## config.mk

```make
export PLATFORM = sky130hd
export DESIGN_NAME = windowed_posting_accumulator
export DESIGN_NICKNAME = d
export VERILOG_FILES = /design/src/rtl/core/wpa_pkg.sv /design/src/rtl/core/windowed_posting_accumulator.sv /design/src/rtl/core/wpa_cell.sv
export SDC_FILE = /design/constraint.sdc
export NUM_CORES = 2
export LEC_CHECK = 0
export BUFFER_PORTS_ARGS = -buffer_cell sky130_fd_sc_hd__buf_2
export CORE_UTILIZATION = 58
export CTS_BUF_LIST = sky130_fd_sc_hd__clkbuf_16
export CTS_CLUSTER_SIZE = 16
export DETAILED_ROUTE_END_ITERATION = 6
export PLACE_DENSITY = 0.87
export SETUP_SLACK_MARGIN = 0.3
export SYNTH_ARGS = -nofsm -noshare
export SYNTH_HDL_FRONTEND = slang
export SYNTH_SLANG_ARGS = --single-unit
```

## constraint.sdc

```tcl
create_clock -name clk -period 22.7 [get_ports clk]
set_clock_uncertainty 0.1 [all_clocks]
set_input_delay 1.135 -clock clk [delete_from_list [all_inputs] [get_ports clk]]
set_output_delay 1.135 -clock clk [all_outputs]
set_load 0.05 [all_outputs]
```

## src/rtl/core/wpa_pkg.sv

```systemverilog
`timescale 1ns / 1ps
// ----------------------------------------------------------------------------
// Windowed posting accumulator package
// Opcodes, register indexes, transaction types and the saturating increment
// shared by the window cells and the top level.
// ----------------------------------------------------------------------------
package wpa_pkg;

  localparam int BOUND_REGS = 5;

  localparam logic [1:0] OP_ADD       = 2'd0;
  localparam logic [1:0] OP_FLUSH     = 2'd1;
  localparam logic [1:0] OP_QUERY_WIN = 2'd2;
  localparam logic [1:0] OP_QUERY_ALL = 2'd3;

  localparam logic KIND_RECORD = 1'b0;
  localparam logic KIND_ANSWER = 1'b1;

  localparam logic [2:0] REG_WIN_COUNT   = 3'd0;
  localparam logic [2:0] REG_BOUND_FIRST = 3'd1;
  localparam logic [2:0] REG_BOUND_LAST  = 3'd5;

  localparam logic [31:0] COUNT_MAX = 32'hFFFF_FFFF;

  typedef struct packed {
    logic [1:0]  opcode;
    logic [31:0] doc_id;
    logic [15:0] distance;
  } in_item_t;

  typedef struct packed {
    logic        kind;
    logic [31:0] value;
    logic [2:0]  word_index;
    logic        found;
    logic [31:0] doc_count;
    logic        last;
  } out_item_t;

  typedef struct packed {
    logic update;
    logic clear;
    logic load;
    logic shift;
  } cell_ctrl_t;

  function automatic logic [31:0] sat_inc(input logic [31:0] v);
    return (v == COUNT_MAX) ? v : v + 32'd1;
  endfunction

endpackage

```

## src/rtl/core/windowed_posting_accumulator.sv

```systemverilog
`timescale 1ns / 1ps
// ----------------------------------------------------------------------------
// Windowed posting accumulator
// Builds link posting records from occurrence transactions and answers
// window and overall total queries.
// ----------------------------------------------------------------------------
// Usage:
//   in_valid/in_ready carry an opcode, a document id and a distance; out_valid/
//   out_ready carry record words and query answers, last set on the final
//   word caused by a transaction. cfg_wr_en/cfg_index/cfg_data write the
//   window count and the five window bounds while the block is idle.
//   Adds to the open record are accepted back to back, even while a record
//   is still being sent. A transaction that yields output shows its first
//   word in the cycle after acceptance. A record goes out one word a cycle
//   while the receiver is ready, through the snapshot chain in the window
//   cells, so a record-emitting transaction sends W + 2 words, W being
//   win_count held to 1..min(MAX_WINDOWS, 5); queries send one.
//   A transaction that yields output waits while a record is still being sent
//   or the output register is full and stalled; other adds keep flowing.
//   When the receiver holds out_ready low the current word holds.
//   Reset clears all counters, closes the record and restores the register
//   defaults (five windows, bounds 1, 2, 4, 8, 16).
// ----------------------------------------------------------------------------
module windowed_posting_accumulator #(
  parameter int MAX_WINDOWS = 5
) (
  input  logic               clk,
  input  logic               rst,
  input  logic               in_valid,
  output logic               in_ready,
  input  wpa_pkg::in_item_t  in_data,
  output logic               out_valid,
  input  logic               out_ready,
  output wpa_pkg::out_item_t out_data,
  input  logic               cfg_wr_en,
  input  logic [2:0]         cfg_index,
  input  logic [15:0]        cfg_data
);
  import wpa_pkg::*;

  localparam int NCELL = (MAX_WINDOWS < BOUND_REGS) ? MAX_WINDOWS : BOUND_REGS;
  localparam logic [2:0] NCELL_W = 3'(NCELL);

  logic [2:0]  win_count;
  logic [15:0] bound [BOUND_REGS];
  logic [2:0]  bound_sel;
  logic [2:0]  w_eff;

  logic        record_open;
  logic [31:0] open_id;
  logic [31:0] open_total;
  logic [31:0] overall_total;
  logic [31:0] docs;
  logic [31:0] docs_next;

  logic        busy;
  logic [2:0]  word_k;
  logic [31:0] total_s;
  logic [31:0] docs_s;

  logic        is_add;
  logic        is_query;
  logic        new_doc;
  logic        emits_rec;
  logic        has_result;
  logic        can_load;
  logic        in_fire;
  logic        advance;
  cell_ctrl_t  ctrl;

  logic        hit_c    [NCELL+1];
  logic        found_c  [NCELL+1];
  logic [31:0] answer_c [NCELL+1];
  logic [31:0] shadow_c [NCELL+1];

  // configuration
  assign bound_sel = cfg_index - REG_BOUND_FIRST;

  always_ff @(posedge clk) begin
    if (rst) begin
      win_count <= 3'd5;
      for (int i = 0; i < BOUND_REGS; i++) begin
        bound[i] <= 16'(1 << i);
      end
    end else if (cfg_wr_en) begin
      if (cfg_index == REG_WIN_COUNT) begin
        win_count <= cfg_data[2:0];
      end else if (cfg_index >= REG_BOUND_FIRST && cfg_index <= REG_BOUND_LAST) begin
        bound[bound_sel] <= cfg_data;
      end
    end
  end

  always_comb begin
    w_eff = win_count;
    if (win_count == 3'd0) begin
      w_eff = 3'd1;
    end else if (win_count > NCELL_W) begin
      w_eff = NCELL_W;
    end
  end

  // input decode and flow control
  assign is_add     = (in_data.opcode == OP_ADD);
  assign is_query   = (in_data.opcode == OP_QUERY_WIN) || (in_data.opcode == OP_QUERY_ALL);
  assign new_doc    = !record_open || (in_data.doc_id != open_id);
  assign emits_rec  = record_open && ((is_add && (in_data.doc_id != open_id)) ||
                                      (in_data.opcode == OP_FLUSH));
  assign has_result = emits_rec || is_query;
  assign can_load   = !busy && (!out_valid || out_ready);
  assign in_ready   = !has_result || can_load;
  assign in_fire    = in_valid && in_ready;
  assign advance    = busy && out_ready;

  assign docs_next  = (in_fire && is_add && new_doc) ? sat_inc(docs) : docs;

  assign ctrl.update = in_fire && is_add;
  assign ctrl.clear  = is_add && new_doc;
  assign ctrl.load   = in_fire && emits_rec;
  assign ctrl.shift  = advance && (word_k <= w_eff);

  // window cell row
  assign hit_c[0]        = 1'b0;
  assign found_c[0]      = 1'b0;
  assign answer_c[0]     = 32'd0;
  assign shadow_c[NCELL] = 32'd0;

  for (genvar i = 0; i < NCELL; i++) begin : g_cell
    wpa_cell u_cell (
      .clk        (clk),
      .rst        (rst),
      .ctrl       (ctrl),
      .enabled    (3'(i) < w_eff),
      .distance   (in_data.distance),
      .bound_lo   ((i == 0) ? 16'd0 : bound[(i == 0) ? 0 : i - 1]),
      .bound_hi   (bound[i]),
      .hit_in     (hit_c[i]),
      .hit_out    (hit_c[i+1]),
      .found_in   (found_c[i]),
      .answer_in  (answer_c[i]),
      .found_out  (found_c[i+1]),
      .answer_out (answer_c[i+1]),
      .shadow_in  (shadow_c[i+1]),
      .shadow     (shadow_c[i])
    );
  end

  // open record and running totals
  always_ff @(posedge clk) begin
    if (rst) begin
      record_open   <= 1'b0;
      open_id       <= 32'd0;
      open_total    <= 32'd0;
      overall_total <= 32'd0;
      docs          <= 32'd0;
    end else if (in_fire) begin
      case (in_data.opcode)
        OP_ADD: begin
          record_open   <= 1'b1;
          open_id       <= in_data.doc_id;
          open_total    <= sat_inc(new_doc ? 32'd0 : open_total);
          overall_total <= sat_inc(overall_total);
          docs          <= docs_next;
        end
        OP_FLUSH: begin
          record_open <= 1'b0;
        end
        default: begin
        end
      endcase
    end
  end

  // output register and record sequencing
  always_ff @(posedge clk) begin
    if (rst) begin
      out_valid <= 1'b0;
      busy      <= 1'b0;
      word_k    <= 3'd0;
    end else if (ctrl.load) begin
      out_valid <= 1'b1;
      busy      <= 1'b1;
      word_k    <= 3'd1;
    end else if (in_fire && is_query) begin
      out_valid <= 1'b1;
    end else if (advance) begin
      word_k <= word_k + 3'd1;
      if (word_k > w_eff) begin
        busy <= 1'b0;
      end
    end else if (out_valid && out_ready) begin
      out_valid <= 1'b0;
    end
  end

  always_ff @(posedge clk) begin
    if (ctrl.load) begin
      out_data <= '{KIND_RECORD, open_id, 3'd0, 1'b0, docs_next, 1'b0};
      total_s  <= open_total;
      docs_s   <= docs_next;
    end else if (in_fire && is_query) begin
      if (in_data.opcode == OP_QUERY_WIN) begin
        out_data <= '{KIND_ANSWER, answer_c[NCELL], 3'd0, found_c[NCELL], docs, 1'b1};
      end else begin
        out_data <= '{KIND_ANSWER, overall_total, 3'd0, 1'b0, docs, 1'b1};
      end
    end else if (advance) begin
      if (word_k <= w_eff) begin
        out_data <= '{KIND_RECORD, shadow_c[0], word_k, 1'b0, docs_s, 1'b0};
      end else begin
        out_data <= '{KIND_RECORD, total_s, word_k, 1'b0, docs_s, 1'b1};
      end
    end
  end

  a_busy_has_word: assert property (@(posedge clk) disable iff (rst)
    busy |-> out_valid)
    else $error("record in progress without a word on the output");

  a_last_ends_record: assert property (@(posedge clk) disable iff (rst)
    out_valid && out_data.last |-> !busy)
    else $error("final word shown while record words remain");

  a_word_range: assert property (@(posedge clk) disable iff (rst)
    busy |-> (word_k != 3'd0) && (word_k <= w_eff + 3'd1))
    else $error("record word index out of range");

  a_result_follows: assert property (@(posedge clk) disable iff (rst)
    in_fire && has_result |=> out_valid)
    else $error("accepted transaction produced no output word");

  a_flush_closes: assert property (@(posedge clk) disable iff (rst)
    in_fire && (in_data.opcode == OP_FLUSH) |=> !record_open)
    else $error("record still open after flush");

endmodule

```

## src/rtl/core/wpa_cell.sv

```systemverilog
`timescale 1ns / 1ps
// ----------------------------------------------------------------------------
// Window cell
// Holds the open record count and running total of one distance window,
// passes the hit and query match down the row and shifts its record
// snapshot toward the output end.
// ----------------------------------------------------------------------------
module wpa_cell (
  input  logic                 clk,
  input  logic                 rst,
  input  wpa_pkg::cell_ctrl_t  ctrl,
  input  logic                 enabled,
  input  logic [15:0]          distance,
  input  logic [15:0]          bound_lo,
  input  logic [15:0]          bound_hi,
  input  logic                 hit_in,
  output logic                 hit_out,
  input  logic                 found_in,
  input  logic [31:0]          answer_in,
  output logic                 found_out,
  output logic [31:0]          answer_out,
  input  logic [31:0]          shadow_in,
  output logic [31:0]          shadow
);
  import wpa_pkg::*;

  logic [31:0] count;
  logic [31:0] total;
  logic [31:0] count_base;
  logic        own_hit;
  logic        own_match;
  logic        bump;

  assign own_hit    = enabled && (distance > bound_lo) && (distance <= bound_hi);
  assign hit_out    = hit_in || own_hit;
  assign bump       = ctrl.update && enabled && hit_out;
  assign count_base = ctrl.clear ? 32'd0 : count;

  assign own_match  = enabled && (distance == bound_hi);
  assign found_out  = found_in || own_match;
  assign answer_out = found_in ? answer_in : (own_match ? total : 32'd0);

  always_ff @(posedge clk) begin
    if (rst) begin
      count <= 32'd0;
      total <= 32'd0;
    end else begin
      if (ctrl.update) begin
        count <= bump ? sat_inc(count_base) : count_base;
      end
      if (bump) begin
        total <= sat_inc(total);
      end
    end
  end

  always_ff @(posedge clk) begin
    if (ctrl.load) begin
      shadow <= count;
    end else if (ctrl.shift) begin
      shadow <= shadow_in;
    end
  end

endmodule
```

==> reports/metrics.yaml <==
floorplanning:
  start_util_pct: 58.7
  io_pins: 146
  rows: 97
  die_y_um: 268
  core_um2: 70000
  fp.dieArea_um2: 71900
  die_width_um: 268
power:
  peakVddDrop_v: 0.0000552
  leakage_nw: 16.7
  powerDensity_nw_per_um2: 70.0
cts:
  cts_hold_buf: 0
  clk_path_buf_depth: 3
  cts_tree: "done"
  cts_made_buffers: 85
  cts.sinks: 831
  cts_resized: 0
  cts_root_buffer: "clkbuf_16"
  htree_levels: 3
  clkLatencyLatePin_ns: 0.65
  clkSlewWorstSetupHoldPaths_ns: 0.06
  cts_setup_buffers: 0
finish:
  antennaDiodeCount: 0
  final_nets: 4767
  multi_input_area_um2: 19500
  drive_above_1_share_pct: 8.32
  syn_to_final_growth_pct: 10.1
  finalInstanceArea_um2: 45300
  final_util_pct: 64.6
  fill_cells: 5341
  seqCellArea_um2: 20300
worst_hold_path:
  hp-start: "out_data[36]"
  min_path_type: "flop to flop"
  min_to: "out_data[36]"
  min_path_cells: 2
timing:
  relSlewSlack_pct: 16.0
  drv_slew: 0
  worst_pin_slew_ns: 1.25
  fmax_mhz: 188
  period_needed_ns: 5.32
  post-route-period-util_pct: 23.4
  worst_slack_ns: 17.38
  worst_hold_slack_ns: 0.352
  rsz0062_at_grt: "false"
  setup_viol: 0
  tns_ns: 0
  final_hold_viol_count: 0
drt:
  num_vias: 34083
  ant_nets: 0
  first_iter_violations: 4707
  drt_first_pass_iters: 7
  drt-wirelength-per-cell_um: 19.5
  wirelength_um: 109000
  routed_via_density: 6.08
  drc: 0
place:
  place_congestion: 0.996
  place_hpwl_um: 74300
  post-place-ws_ns: 16.85
  port_buffers: 145
  place_area_um2: 42500
yosys:
  synth-edff-count: 368
  async_reset_ff_share_pct: 0
  synth_top_area_share_pct: 26.9
  synth_area_per_cell_um2: 9.03
  syn_area_um2: 41100
  syn_inst: 4550
  ys.flop_type: "dfxtp_1"
  synth_seq_cells: 831
  synthTopCellsByArea: "edfxtp_1 27%, dfxtp_1 23%, nand2_1 7.7%"
  synth.distinct_cells: 80
  synth_area_leader_cell: "edfxtp_1"
  yosysWarnings: 0
  syn-num-nets: 4724
  synth_seq_area_share_pct: 49.5
global_route:
  grt_max_degree: 112
  grt_pass1_wl_um: 172000
  grt-ovfl-total: 0
  grt.total_usage_pct: 30.2
  antenna_found_initial: 0
  grt_pass1_vias: 31921
critical_path:
  slowest_stage: "or3_1"
  r2r-end: "g_cell[3].u_cell.shadow[6]"
  path_buf_inv: 2
  cp-start-kind: "input pin"
  cp_max_fo: 68
  path_common_cell: "nor4_1"
  slowest_delay_ns: 0.72
  worst_r2r_path_depth: 11
  cpLargestDelayFamily: "simple AND/OR/NAND/NOR gates"
  required_ns: 23.14
  path_class: "input pin to flop"
  worstPathCellList: "buf_2 > ha_1 > nand4_1 > nor4_1 > and4_2 > buf_4 > a31oi_1 > nor2_1 > nor4_1 > or3_1 > nor3_2 > nand3_1 > a21oi_1"
  cp-end-kind: "flop"
  arrival_ns: 5.77
  r2r_setup_slack_ns: 17.63
  r2r-start: "win_count[2]"
run:
  max_cap_violations: 0
outcome:
  status: "finished, final reports clean"
metrics by stage:
step	power [mW]	cells
floorplan	1.75	4550
global placement	1.81	5446
detailed placement	1.82	5446
CTS	3.17	5603
global route	3.25	5603
finish	3.17	5603
registers in the layout, indices dropped and copies added, names as in the netlist, 32 cells and up:
signal,count
g_cell.u_cell.count,160
open_total,32
docs,32
out_data,70
total_s,32
bound,80
overall_total,32
open_id,32
g_cell.u_cell.total,160
g_cell.u_cell.shadow,160
docs_s,32
cell type report:
type | instances | share of cell area, %
multi-input cells | 3353 | 43.0
repair buffers | 187 | 2.32
well taps | 940 | 2.60
clock buffers | 85 | 4.70
clock inverters | 72 | 1.29
flip-flops and latches | 831 | 44.9
inverters | 135 | 1.14
cell usage after synthesis, drive strengths merged, types with 63 or more instances:
master	number
dfxtp	463
and3	97
and2	145
nor4	63
inv	135
nand2	845
nor2	444
nand3	204
nor3	148
o21ai	164
xor2	195
clkbuf	202
edfxtp	368
ha	100
xnor2	180
a21oi	216
nand4	134
per-layer routing:
metal  track usage, %  wire, um  vias to the layer above
met3             5.85     11000                      297
li1                 -         -                    15883
met1             40.3     44000                    15972
met4             13.5      5030                        0
met2             47.7     49200                     1931
met5                0         0                        -
tightest hold or removal path: cells and delay by family, from the launching register on:
kind	cells	cell delay (ns)
AOI/OAI and AO/OA	1	0.05
and+or+nand+nor	1	0.05
DFF	1	0.30
report_power, final:
group          internal [mW]  switching [mW]  leakage [nW]  total (mW)
clock                  0.768           0.608          1.39        1.38
combinational         0.0488           0.147          8.01       0.196
sequential              1.58          0.0132          7.29        1.60
total                   2.40           0.768          16.7        3.17
cell usage in the layout (no fill, tap or decap), drive strengths merged, types with 164 or more instances in the layout:
cell    netlist  final
a21oi       216    216
xor2        195    195
dfxtp       463    463
buf          29    187
nand3       204    204
o21ai       164    164
edfxtp      368    368
nand2       845    845
nor2        444    444
xnor2       180    180
cell families (layout without fill, tap and decap cells):
logic type,after synthesis,in the layout,synth area share [%]
compound gates,566,566,8.51
mux,47,47,1.16
buf+inv,366,479,3.43
fa+ha+maj,100,100,3.05
xor+xnor,375,375,7.99
flops,831,831,49.5
simple gates,2265,2265,26.4
how the worst max path moves through the flow:
| stage | end | start | depth (start not counted) |
|---|---|---|---|
| after floorplan | g_cell[0].u_cell.shadow[0] | win_count[2] | 8 |
| after detailed placement | g_cell[3].u_cell.count[10] | in_data[15] | 13 |
| final | g_cell[3].u_cell.count[5] | in_data[11] | 13 |
| after global routing | g_cell[3].u_cell.count[5] | in_data[15] | 13 |
| after CTS | g_cell[3].u_cell.count[10] | in_data[15] | 13 |
| after global placement | g_cell[3].u_cell.count[10] | in_data[9] | 13 |
Power figures use the tool's default switching activity.
